===== src/stwl_pkg.sv =====
// Shared types, codes and helper functions of the socket table with wildcard lookup.
// Used by the controller, the datapath and the top level.
package stwl_pkg;

    localparam int NUM_ENTRIES_DEF = 256;

    localparam logic [7:0]  IPV4_MASK_RST = 8'h01;
    localparam logic [15:0] WILD_PORT_RST = 16'h0000;
    localparam logic [31:0] WILD_IPV4_RST = 32'h0000_0000;

    typedef enum logic [1:0] {
        ACT_CREATE = 2'd0,
        ACT_BIND   = 2'd1,
        ACT_LOOKUP = 2'd2
    } action_t;

    typedef enum logic [1:0] {
        STAT_OK      = 2'd0,
        STAT_FULL    = 2'd1,
        STAT_NOMATCH = 2'd2
    } status_t;

    typedef enum logic [1:0] {
        CFG_IPV4_MASK = 2'd0,
        CFG_WILD_PORT = 2'd1,
        CFG_WILD_IPV4 = 2'd2
    } cfg_index_t;

    typedef enum logic [1:0] {
        RK_HIT     = 2'd0,
        RK_FULL    = 2'd1,
        RK_NOMATCH = 2'd2,
        RK_BIND    = 2'd3
    } res_kind_t;

    typedef enum logic [2:0] {
        ST_CLEAR  = 3'd0,
        ST_IDLE   = 3'd1,
        ST_CREATE = 3'd2,
        ST_LOOKUP = 3'd3,
        ST_BIND   = 3'd4,
        ST_RESP   = 3'd5
    } ctrl_state_t;

    typedef struct packed {
        logic [7:0]  protocol;
        logic [15:0] port;
        logic [31:0] ipv4;
    } addr_t;

    typedef struct packed {
        addr_t loc_addr;
        addr_t rem_addr;
    } entry_t;

    typedef struct packed {
        logic      in_ready;
        logic      load;
        logic      scan;
        logic      clear;
        logic      create_wr;
        logic      bind_wr;
        logic      res_load;
        res_kind_t res_kind;
        logic      out_push;
    } cmd_t;

    typedef struct packed {
        logic       in_valid;
        logic [1:0] in_action;
        logic       free_hit;
        logic       match_hit;
        logic       exhausted;
        logic       clear_done;
        logic       out_free;
    } sts_t;

    function automatic logic addr_match(
        input addr_t       a,
        input addr_t       b,
        input logic [7:0]  mask,
        input logic [15:0] wport,
        input logic [31:0] wip
    );
        logic port_ok;
        logic proto_ok;
        logic ip_ok;
        port_ok  = (a.port == wport) || (b.port == wport) || (a.port == b.port);
        proto_ok = ((a.protocol & mask) != 8'h00) && ((b.protocol & mask) != 8'h00);
        ip_ok    = (a.ipv4 == wip) || (b.ipv4 == wip) || (a.ipv4 == b.ipv4);
        return port_ok && proto_ok && ip_ok;
    endfunction

endpackage


===== src/stwl_ctrl.sv =====
// Controller state machine of the socket table: clearing pass, scans, bind and response.
// Depends on stwl_pkg for the state, command and status types.
module stwl_ctrl (
    input  logic            clk,
    input  logic            rst_n,
    input  stwl_pkg::sts_t  sts,
    output stwl_pkg::cmd_t  cmd
);

    stwl_pkg::ctrl_state_t state_reg;
    stwl_pkg::ctrl_state_t state_next;

    always_ff @(posedge clk or negedge rst_n)
    begin
        if (!rst_n)
        begin
            state_reg <= stwl_pkg::ST_CLEAR;
        end
        else
        begin
            state_reg <= state_next;
        end
    end

    always_comb
    begin
        state_next = state_reg;
        cmd        = '0;
        cmd.res_kind = stwl_pkg::RK_NOMATCH;
        case (state_reg)
            stwl_pkg::ST_CLEAR:
            begin
                cmd.clear = 1'b1;
                if (sts.clear_done)
                begin
                    state_next = stwl_pkg::ST_IDLE;
                end
            end
            stwl_pkg::ST_IDLE:
            begin
                cmd.in_ready = 1'b1;
                if (sts.in_valid)
                begin
                    cmd.load = 1'b1;
                    case (sts.in_action)
                        stwl_pkg::ACT_CREATE: state_next = stwl_pkg::ST_CREATE;
                        stwl_pkg::ACT_BIND:   state_next = stwl_pkg::ST_BIND;
                        stwl_pkg::ACT_LOOKUP: state_next = stwl_pkg::ST_LOOKUP;
                        default:
                        begin
                            cmd.res_load = 1'b1;
                            cmd.res_kind = stwl_pkg::RK_NOMATCH;
                            state_next   = stwl_pkg::ST_RESP;
                        end
                    endcase
                end
            end
            stwl_pkg::ST_CREATE:
            begin
                if (sts.free_hit)
                begin
                    cmd.create_wr = 1'b1;
                    cmd.res_load  = 1'b1;
                    cmd.res_kind  = stwl_pkg::RK_HIT;
                    state_next    = stwl_pkg::ST_RESP;
                end
                else if (sts.exhausted)
                begin
                    cmd.res_load = 1'b1;
                    cmd.res_kind = stwl_pkg::RK_FULL;
                    state_next   = stwl_pkg::ST_RESP;
                end
                else
                begin
                    cmd.scan = 1'b1;
                end
            end
            stwl_pkg::ST_LOOKUP:
            begin
                if (sts.match_hit)
                begin
                    cmd.res_load = 1'b1;
                    cmd.res_kind = stwl_pkg::RK_HIT;
                    state_next   = stwl_pkg::ST_RESP;
                end
                else if (sts.exhausted)
                begin
                    cmd.res_load = 1'b1;
                    cmd.res_kind = stwl_pkg::RK_NOMATCH;
                    state_next   = stwl_pkg::ST_RESP;
                end
                else
                begin
                    cmd.scan = 1'b1;
                end
            end
            stwl_pkg::ST_BIND:
            begin
                cmd.bind_wr  = 1'b1;
                cmd.res_load = 1'b1;
                cmd.res_kind = stwl_pkg::RK_BIND;
                state_next   = stwl_pkg::ST_RESP;
            end
            stwl_pkg::ST_RESP:
            begin
                if (sts.out_free)
                begin
                    cmd.out_push = 1'b1;
                    state_next   = stwl_pkg::ST_IDLE;
                end
            end
            default:
            begin
                state_next = stwl_pkg::ST_IDLE;
            end
        endcase
    end

endmodule


===== config.mk =====
export PLATFORM = sky130hd
export DESIGN_NAME = stwl_ctrl
export DESIGN_NICKNAME = d
export VERILOG_FILES = /design/src/stwl_pkg.sv /design/src/stwl_ctrl.sv
export SDC_FILE = /design/constraint.sdc
export NUM_CORES = 1
export LEC_CHECK = 0
export ABC_AREA = 1
export ABC_CLOCK_PERIOD_IN_PS = 1040
export BUFFER_PORTS_ARGS = -buffer_cell sky130_fd_sc_hd__buf_2
export CAP_MARGIN = 20
export CORE_AREA = 2 2 39 41
export DETAILED_ROUTE_END_ITERATION = 16
export DIE_AREA = 0 0 41 43
export GPL_TIMING_DRIVEN = 0
export PLACE_DENSITY_LB_ADDON = 0.1
export SYNTH_ARGS = -nofsm -noshare
export SYNTH_HDL_FRONTEND = slang
export SYNTH_SLANG_ARGS = --single-unit

===== constraint.sdc =====
create_clock -name clk -period 1.04 [get_ports clk]
set_input_delay 0.208 -clock clk [delete_from_list [all_inputs] [get_ports clk]]
set_output_delay 0.208 -clock clk [all_outputs]
set_load 0.02 [all_outputs]

-- Word level (Yosys, flattened, before mapping)
Index checks and enable logic that the tools add are counted.
- div/mod/pow operators: 0
- reduce and logical (&&, ||, !) cells: 4
- equality and inequality tests: 10
- bitwise operators: 0
- add/sub/neg operators: 0
- muxes and demuxes: 27
- $lt $le $gt $ge: 0
- shift-type cells: 0
- multiply operators: 0
- operator list (kind ; number):
    $mux 3 ; 12
    $pmux 3 s6 ; 1
    $pmux 3 s4 ; 1
    $mux 1 ; 10
    $pmux 3 s3 ; 1
    $eq 3x2->1 const B ; 2
    $eq 3x3->1 const B ; 2
    $ne 2x2->1 const B ; 3
    $eq 3x1->1 const B ; 1
    $logic_not 3->1 ; 1
    $reduce_and 3->1 ; 1
    $reduce_or 3->1 ; 1
    $eq 2x1->1 const B ; 1
    $eq 2x2->1 const B ; 1
    $logic_not 2->1 ; 1
    $mux 2 ; 1
    $pmux 1 s2 ; 1
- memories kept: 0
- bits in latches: 0
- bits in read-only memories: 0
- bits in writable memories: 0
- input port bits: 10
- bits in registers: 3
- output and inout bits: 10

-- Depth between registers and ports, before layout
Gate-level depths: netlist of run 1.
- depth in word-level cells: 5
- gate-level depth with buffers: 8
- depth with buffers taken out: 8

-- Worst setup path before layout of run 1
Ideal clock, no wire load.
- path kind: flip-flop to output port
- start: register state_reg[2]
- end: output port cmd[8] (netlist name)
- arrival: 1.304 ns
- stages on the path, launching flop included: 4
- path slack: -0.472 ns
- cells stage by stage: dfrtp_1 > nor3_2 > inv_2 > nor2_1
- RTL lines (what ; RTL line ; source):
    start, declared ; stwl_ctrl.sv:10 ; stwl_pkg::ctrl_state_t state_reg;
    start signal, assigned ; stwl_ctrl.sv:17 ; state_reg <= stwl_pkg::ST_CLEAR;
    start signal, assigned ; stwl_ctrl.sv:21 ; state_reg <= state_next;
    end, declared ; stwl_ctrl.sv:7 ; output stwl_pkg::cmd_t cmd

==> results.md, run 1 <==
- Status: finished, violations left
- Violated checks: negative setup slack
- Worst r2r src: state_reg[1]
- Detailed-route DRC error count: 0
- Core Region: 1380 um2
- Initial Util: 26.4%
- Routed WL: 1110 um
- Total track usage: 15.8%
- Startpoint types: flop
- Die width: 41 um
- IO Pins: 20
- Layout fillers: 147
- Fin crit share: 144%
- Peak VDD IR: 0.00167 V
- FF-to-FF path depth: 7
- Vias in the first global route: 464
- Share of cells above drive strength 1: 68.1%
- Via/cell ratio: 4.45
- CP Data Arrival Time: 1.29 ns
- Min-Delay Path Class: primary input to flop
- Worst-path maximum fanout: 5
- Power Density: 3240 nW/um2
- Routed WL per cell: 10.0 um
- Crit path capture type: output port
- Slew Limit Fails: 0
- DP HPWL: 763 um
- Post-synthesis sequential area ratio: 20.5%
- Setup crit start: state_reg[1]
- DRT iter0 DRCs: 5
- Drt first pass iters: 2
- Num CTS Buffers: 3
- Clk_lat worst skew: 0.23 ns
- #FFs+latches synth: 3
- Ant. Diodes: 0
- Num rows: 14
- First-pass GRT wire length: 1840 um
- Post-Syn Area: 365 um2
- Clk sinks: 3
- Vias: 489
- Synth Warn #: 0
- CTS tree: done
- Final WS setup: -0.454 ns
- Tightest Pin Transition: 0.200 ns
- Total power: 2.51 mW
- Initial antenna violation count: 0
- Antenna-violating nets left: 0
- Required time of the critical path: 0.83 ns
- H-tree Lvls: 1
- Multi-input logic area: 318 um2
- Final GP Congestion: 0.717
- Global route total overflow: 0
- Clock Skews: 0.00503 ns
- CTS Buffer Depth: 2
- Fin. Hold Viols: 0
- Mapped Cells: 58
- Die area: 1760 um2
- Die Y: 43 um
- Setup CP Type: flop to output port
- Post-synth cell types: 17
- Hold path depth: 5
- Mean Syn Cell Area: 6.30 um2
- Final #Nets: 105
- Area grow syn2layout: 112%
- Setup TNS Final: -4.58 ns
- Port Buffers: 19
- # setup viols final: 13
- Worst Hold Launch: sts[6]
- Synth Net Count: 68
- Headroom to the max-slew limit: 86.6%
- Worst-path clk slew: 0.03 ns
- Largest register FFs: 3
- Leakage: 0.388 nW
- FF+latch area: 77.6 um2
- Post-route minimum period: 1.49 ns
- Maxcap violations: 0
- RSZ-0062 raised after global routing: yes
- Upper clock frequency limit: 0.670 GHz
- Root Driver: clkbuf_4
- Largest net degree at the start of global routing: 7
-- stage by stage --
step / setup WS, ns / hold WS, ns / std cells / utilization (%) / instance area, um2
finish: -0.454 / 0.304 / 110 / 55.9 / 773
CTS: -0.459 / 0.288 / 107 / 52.8 / 731
floorplan: -0.285 / -0.0876 / 58 / - / 438
detailed placement: -0.351 / 0.00354 / 93 / 40.0 / 553
global placement: -0.352 / 0.00431 / 93 / 40.0 / 553
global route: -0.519 / 0.324 / 110 / 55.9 / 773
-- worst max-delay path: stages, from the launching register on --
cell,delay (ns)
dfrtp_2,0.46
nor3_4,0.26
nand4_1,0.14
nand3_2,0.09
buf_6,0.11
-- cells in the final DEF, fill, tap and decap left out --
cell           netlist  final
buf_2                0      9
nand4_2              1      1
inv_2                4      3
nor4_4               0      1
clkbuf_1             0      1
nand3_1              4      2
nor3_4               0      2
dfrtp_2              0      2
o2111ai_1            1      1
dfrtp_1              3      1
dlygate4sd3_1        0      1
nand3_2              0      2
nand4_1              3      3
nor2_1               8      4
nor2_2               4      4
buf_4                0     13
inv_1                7      6
o22ai_4              0      1
inv_4                1      1
inv_6                0      2
buf_12               0      1
nand2_2              2      4
nor2_4               2      6
clkbuf_4             0      3
nand2_1             13     11
buf_6                1      9
-- report_power, final --
part	switching (mW)	internal (mW)	leakage, nW	total, mW
Combinational	1.05	0.977	0.338	2.02
Sequential	0.100	0.181	0.0346	0.281
Clock	0.0598	0.144	0.0150	0.204
Total	1.21	1.30	0.388	2.51
-- cells by family after synthesis --
kind of cell           share of synthesized area (%)
AND/OR/NAND/NOR                                 59.2
AO/OA/AOI/OAI                                   4.11
flip-flops                                      20.5
buffers and inverters                           16.1
-- per-layer routing --
layer  vias up  global-route usage (%)  routed length, um
li1        256                       -                  -
met1       217                    19.3                468
met2        16                    24.1                581
met3         0                    3.14                 55
met4         0                    10.0                  0
met5         -                       0                  0
-- worst paths after layout --
| check | endpoint | slack, ns |
|---|---|---|
| max | cmd[3] | -0.45 |
| min | state_reg[0] | 0.30 |
| max reg2reg | state_reg[2] | -0.22 |
| min reg2reg | state_reg[2] | 0.73 |
| max in group asynchronous | state_reg[1] | 0.61 |
| min in group asynchronous | state_reg[2] | 0.31 |
-- layout make-up --
| cell class | instances | share of cell area (%) |
|---|---|---|
| Timing Repair Buffer | 32 | 34.0 |
| Multi-Input combinational cell | 42 | 41.1 |
| Inverter | 12 | 7.44 |
| Sequential cell | 3 | 10.0 |
| Buffer | 1 | 1.46 |
| Clock buffer | 4 | 3.40 |
| Tap cell | 16 | 2.59 |
-- Yosys cell counts (all sizes together) --
| cell | count | area share, % |
|---|---|---|
| nand2 | 15 | 17 |
| nand3 | 4 | 5.5 |
| dfrtp | 3 | 21 |
| nor2 | 14 | 21 |
| o22ai | 1 | 1.7 |
| nor3 | 2 | 5.5 |
| o2111ai | 1 | 2.4 |
| buf | 1 | 3.1 |
| nand4 | 4 | 8.6 |
| nor4 | 1 | 1.7 |
| inv | 12 | 13 |
-- what timing repair did --
| item | CTS | global route |
|---|---|---|
| hold endpoints to repair | 3 | 0 |
| hold buffers | 1 | 0 |
| setup buffers | 9 | 3 |
| pin swaps | 3 | 4 |
| resized for setup | 20 | 6 |
| endpoints found under the setup margin | 13 | 13 |
(Power assumes the default switching activity.)
==> run 2, diff against run 1 <==
- CTS_BUF_LIST: not set -> sky130_fd_sc_hd__clkbuf_2 sky130_fd_sc_hd__clkbuf_4 sky130_fd_sc_hd__clkbuf_8
==> results.md, run 2 (same netlist as run 1, synthesis figures left out) <==
- Num CTS Buffers: 3 (unchanged)
- Violated checks: negative setup slack
- Die area: 1760 um2 (unchanged)
- Largest register FFs: 3 (unchanged)
- Crit path capture type: output port
- Routed WL per cell: 10.1 um (+0.81%)
- First-pass GRT wire length: 1880 um (+2.2%)
- Initial Util: 26.4% (unchanged)
- Tightest Pin Transition: 0.200 ns (+0.00000811 ns)
- # setup viols final: 13 (unchanged)
- FF-to-FF path depth: 7 (unchanged)
- Die width: 41 um (unchanged)
- Dpl cell area: 553 um2 (unchanged)
- CP Data Arrival Time: 1.29 ns (about the same)
- Slowest cell on the critical path: dfrtp_2
- Delay-heaviest family, CP: simple AND/OR/NAND/NOR gates
- CTS tree: done
- Buffers & Inverters on Critical Path: 1 (unchanged)
- Fin crit share: 144% (+0.49 points)
- Worst r2r src: state_reg[1]
- Final WS setup: -0.459 ns (-0.00505 ns)
- Slew Limit Fails: 0 (unchanged)
- Slowest stage delay, CP: 0.46 ns (about the same)
- Layout fillers: 146 (-0.68%)
- Vias in the first global route: 475 (+2.4%)
- Maxcap violations: 0 (unchanged)
- H-tree Lvls: 1 (unchanged)
- Area grow syn2layout: 113%
- Post-route minimum period: 1.50 ns (+0.00505 ns)
- Largest net degree at the start of global routing: 7 (unchanged)
- Most frequent cells in the layout: buf_4, nand2_1, buf_6, buf_2
- Status: finished, violations left
- Hold path depth: 5 (unchanged)
- Power Density: 3270 nW/um2 (+0.81%)
- Initial antenna violation count: 0 (unchanged)
- Clk_lat worst skew: 0.24 ns (about the same)
- Core Region: 1380 um2 (unchanged)
- Total track usage: 16.3% (+0.50 points)
- Worst-path cell chain: nor3_4, nand4_1, nand3_2, buf_6
- Upper clock frequency limit: 0.667 GHz (-0.34%)
- R2r setup slk: -0.22 ns (about the same)
- Startpoint types: flop
- IO Pins: 20 (unchanged)
- Headroom to the max-slew limit: 86.6% (about the same)
- Final #Nets: 105 (unchanged)
- Final GP Congestion: 0.717 (unchanged)
- Final Util: 56.1% (+0.27 points)
- Die Y: 43 um (unchanged)
- Fin. Hold Viols: 0 (unchanged)
- Vias: 490 (+0.20%)
- DRT iter0 DRCs: 2 (-3)
- Port Buffers: 19 (unchanged)
- Commonest non-fill, non-tap cell in the layout: buf_4
- Design area: 777 um2 (+0.49%)
- Worst-path maximum fanout: 5 (unchanged)
- FF-to-FF End: state_reg[2]
- Required time of the critical path: 0.83 ns (about the same)
- Drt first pass iters: 2 (unchanged)
- Share of cells above drive strength 1: 69.1% (+1.1 points)
- Clk sinks: 3 (unchanged)
- Detailed-route DRC error count: 0 (unchanged)
- RSZ-0062 raised after global routing: yes
- Clock Skews: 0.00565 ns (+0.000614 ns)
- Hold Path Sink: state_reg[0]
- Antenna-violating nets left: 0 (unchanged)
- Global route total overflow: 0 (unchanged)
- Worst-path clk slew: 0.03 ns (about the same)
- Root Driver: clkbuf_4
- Setup CP Type: flop to output port
- Num rows: 14 (unchanged)
- Worst Hold Launch: sts[6]
- Via/cell ratio: 4.45 (+0.20%)
- DP HPWL: 763 um (unchanged)
- Min-Delay Path Class: primary input to flop
- Routed WL: 1110 um (+0.81%)
- Ant. Diodes: 0 (unchanged)
- Peak VDD IR: 0.00167 V (+0.37%)
- CTS Buffer Depth: 2 (unchanged)
- Leakage: 0.391 nW (+0.88%)
==> run 2: metal layers <==
metal / track usage, % / part of all wire (%)
met1: 19.6 / 42
met2: 24.4 / 53
met3: 3.14 / 4.5
met4: 12.0 / 0
met5: 0 / 0
==> run 2: through the flow <==
| stage | total power, mW | worst slack (ns) | setup TNS [ns] | hold slack [ns] | cells |
|---|---|---|---|---|---|
| CTS | 2.43 | -0.465 | -4.63 | 0.282 | 107 |
| global route | 2.73 | -0.522 | -5.53 | 0.315 | 110 |
| floorplan | 1.34 | -0.285 | -1.47 | -0.0876 | 58 |
| detailed placement | 1.62 | -0.351 | -2.59 | 0.00354 | 93 |
| finish | 2.54 | -0.459 | -4.64 | 0.301 | 110 |
| global placement | 1.63 | -0.352 | -2.70 | 0.00431 | 93 |
==> run 2: final cells by class <==
type | count | area [um2] | area share [%]
Buffer | 1 | 11.3 | 1.45
Inverter | 12 | 57.6 | 7.41
Timing Repair Buffer | 32 | 263 | 33.8
Sequential cell | 3 | 77.6 | 9.98
Clock buffer | 4 | 30.0 | 3.86
Tap cell | 16 | 20.0 | 2.58
Multi-Input combinational cell | 42 | 318 | 40.9
==> run 2: where the power goes <==
| group | switching [mW] | internal [mW] | total [mW] |
|---|---|---|---|
| Sequential | 0.102 | 0.181 | 0.283 |
| Clock | 0.0627 | 0.170 | 0.233 |
| Combinational | 1.05 | 0.977 | 2.02 |
| Total | 1.21 | 1.33 | 2.54 |
==> run 2: worst max path at each step <==
stage | slack, ns | cells past startpoint | from | to
global route | -0.52 | 3 | state_reg[1] | cmd[0]
detailed placement | -0.35 | 6 | state_reg[2] | cmd[3]
finish | -0.46 | 4 | state_reg[1] | cmd[3]
CTS | -0.46 | 4 | state_reg[2] | cmd[3]
floorplan | -0.28 | 5 | state_reg[0] | cmd[3]
global placement | -0.35 | 6 | state_reg[2] | cmd[3]
==> run 2: what timing repair did <==
item | CTS | global route
hold buffers | 1 | 0
endpoints found under the setup margin | 13 | 13
setup buffers | 9 | 3
resized for setup | 20 | 6
pin swaps | 3 | 4
hold endpoints to repair | 3 | 0
==> run 2: worst reg2reg max path, cell delays in order (launching register included) <==
cell and delay (ns):
dfrtp_2 0.46, nor2_2 0.14, inv_2 0.08, buf_12 0.14, nor3_4 0.15, nor2_4 0.07
nand2_1 0.07, nand2_1 0.05
==> run 3, diff against run 2 <==
- ABC_AREA: 1 -> not set
==> results.md, run 3 <==
- Top_reg_cell synth: dfrtp_1
- Headroom to the max-slew limit: 80.1% (-6.5 points)
- Synth cell count leaders: dfrtp_1, nor2_1
- Startpoint types: flop
- FF-to-FF End: state_reg[1]
- Yosys top cell by area: dfrtp_1
- Maxcap violations: 0 (unchanged)
- Worst slack, placed: -0.410 ns (-0.0591 ns)
- Worst Hold Launch: sts[5]
- Worst-path clk slew: 0.04 ns (about the same)
- Post-Syn Area: 302 um2 (-17%)
- Final non-filler cell total: 87 (-21%)
- Share of Yosys cell area claimed by the top area cell type: 24.9% (+4.3 points)
- Num CTS Buffers: 3 (unchanged)
- First-pass GRT wire length: 1560 um (-17%)
- Final WS setup: -0.567 ns (-0.108 ns)
- Power Density: 2730 nW/um2 (-17%)
- Status: finished, violations left
- Vias in the first global route: 365 (-23%)
- Via/cell ratio: 4.57 (+2.7%)
- RSZ-0062 raised after global routing: yes
- Final Util: 51.9% (-4.2 points)
- Area grow syn2layout: 138%
- Commonest non-fill, non-tap cell in the layout: buf_2
- R2r setup slk: -0.32 ns (-0.10 ns)
- Vias: 398 (-19%)
- Tightest Pin Transition: 0.297 ns (+0.0973 ns)
- Core Region: 1380 um2 (unchanged)
- EDFF count, synth: 0 (unchanged)
- Hold path depth: 2 (-3)
- CTS Buffer Depth: 2 (unchanged)
- H-tree Lvls: 1 (unchanged)
- Final #Nets: 82 (-22%)
- Largest register FFs: 3 (unchanged)
- Port Buffers: 19 (unchanged)
- Placed cells: 70 (-25%)
- Fin. Hold Viols: 0 (unchanged)
- Setup CP Type: flop to output port
- Final GP Congestion: 0.604 (-16%)
- Dpl cell area: 470 um2 (-15%)
- Post-synthesis sequential area ratio: 24.9% (+4.3 points)
- #FFs+latches synth: 3 (unchanged)
- Layout fillers: 137 (-6.2%)
- Die width: 41 um (unchanged)
- Routed WL per cell: 12.7 um (+26%)
- Die area: 1760 um2 (unchanged)
- Clock Skews: 0.00551 ns (-0.000133 ns)
- Synth Net Count: 45 (-34%)
- Fin Hold WS: 0.215 ns (-0.0863 ns)
- CTS tree: done
- Fin crit share: 155% (+10 points)
- Switching power: 0.847 mW (-30%)
- Worst r2r src: state_reg[1]
- Mean Syn Cell Area: 8.62 um2 (+37%)
- Worst-path maximum fanout: 5 (unchanged)
- Required time of the critical path: 0.83 ns (about the same)
- Clock share of power: 11.8% (+2.6 points)
- P_int: 1.11 mW (-16%)
- Design area: 718 um2 (-7.6%)
- Global route total overflow: 0 (unchanged)
- IO Pins: 20 (unchanged)
- Largest net degree at the start of global routing: 11 (+4)
- CP Data Arrival Time: 1.40 ns (+0.11 ns)
- Detailed-route DRC error count: 0 (unchanged)
- Total track usage: 13.8% (-2.6 points)
- Share of cells above drive strength 1: 77.5% (+8.3 points)
- Synth Warn #: 0 (unchanged)
- DRT iter0 DRCs: 0 (-2)
- Num rows: 14 (unchanged)
- Area contributors post-synth: dfrtp_1, nor3b_2, nor4bb_2, a211oi_1, nor2b_4
- Upper clock frequency limit: 0.622 GHz (-6.7%)
- Drt first pass iters: 1 (-1)
- Die Y: 43 um (unchanged)
- DP HPWL: 683 um (-10%)
- # setup viols final: 13 (unchanged)
- FF-to-FF path depth: 5 (-2)
- Crit path capture type: output port
- Antenna-violating nets left: 0 (unchanged)
- Seq pwr share: 15.2% (+4.1 points)
- Comb power frac: 73.0% (-6.7 points)
- Routed WL: 1110 um (-0.63%)
- Root Driver: clkbuf_4
- Slew Limit Fails: 0 (unchanged)
- Switching share of power: 43.2% (-4.5 points)
- Ant. Diodes: 0 (unchanged)
- Leakage: 0.323 nW (-17%)
- Min-Delay Path Class: primary input to flop
- Hold Path Sink: state_reg[1]
- Clk_lat worst skew: 0.23 ns (about the same)
- Mapped Cells: 35 (-40%)
- Violated checks: negative setup slack
- FFs w/ async S/R, synth: 100% (unchanged)
- Initial antenna violation count: 0 (unchanged)
- Most frequent cells in the layout: buf_2, buf_4, buf_6
- Peak VDD IR: 0.00116 V (-30%)
- Post-route minimum period: 1.61 ns (+0.108 ns)
- Clk sinks: 3 (unchanged)
- Initial Util: 21.8% (-4.6 points)
- Post-synth cell types: 24 (+7)
-- run 3: logic make-up (layout without fill, tap and decap cells) --
family                 Yosys count  after routing  share of synthesized area [%]
AOI/OAI and AO/OA               10             10                           23.2
buffers and inverters            3             39                           4.98
DFF                              3              3                           24.9
and+or+nand+nor                 19             19                           46.9
-- run 3: layout make-up --
cell class | instances | area (um2) | share of cell area (%)
Tap cell | 16 | 20.0 | 2.79
Multi-Input combinational cell | 29 | 324 | 45.1
Inverter | 2 | 7.51 | 1.05
Buffer | 1 | 15.0 | 2.09
Sequential cell | 3 | 78.8 | 11.0
Timing Repair Buffer | 32 | 243 | 33.8
Clock buffer | 4 | 30.0 | 4.18
-- run 3: worst max-delay path, cell delays in order (launching register included) --
cell and delay (ns):
dfrtp_2 0.46, a21o_4 0.24, a211oi_4 0.24, o21ai_2 0.09, buf_6 0.14
-- run 3: routing by layer --
metal | share of wire, % | GRT usage [%] | up-vias
met5 | 0 | 0 | -
met4 | 0.99 | 10.0 | 0
met3 | 6.6 | 1.57 | 2
met2 | 55 | 20.6 | 15
met1 | 38 | 17.2 | 179
li1 | - | - | 202
-- run 3: power by group through the flow --
stage / sequential (mW) / clock, mW / combinational, mW
6_report: 0.298 / 0.232 / 1.43
5_1_grt: 0.309 / 0.244 / 1.53
4_1_cts: 0.292 / 0.240 / 1.19
3_5_place_dp: 0.303 / 0 / 0.815
3_3_place_gp: 0.308 / 0 / 0.818
2_1_floorplan: 0.273 / 0 / 0.627
-- run 3: worst max-delay path by stage --
stage	to	slack [ns]	depth (start not counted)	startpoint
finish	cmd[3]	-0.57	4	state_reg[0]
global route	cmd[3]	-0.61	4	state_reg[0]
CTS	cmd[3]	-0.56	4	state_reg[0]
detailed placement	cmd[3]	-0.41	4	state_reg[0]
global placement	cmd[3]	-0.43	4	state_reg[0]
floorplan	cmd[3]	-0.30	4	state_reg[0]
-- run 3: timing repair --
action / CTS / global route
buffers inserted: 7 / 7
endpoints found under the hold margin: 3 / 0
endpoints found under the setup margin: 13 / 13
pin swaps: 8 / 3
resized for setup: 20 / 11
hold buffers: 1 / 0
-- run 3: stage by stage --
stage          setup TNS [ns]  total power, mW
6_report                -5.27             1.96
5_1_grt                 -6.01             2.08
4_1_cts                 -5.13             1.72
3_5_place_dp            -2.61             1.12
3_3_place_gp            -2.78             1.13
2_1_floorplan           -1.65            0.901
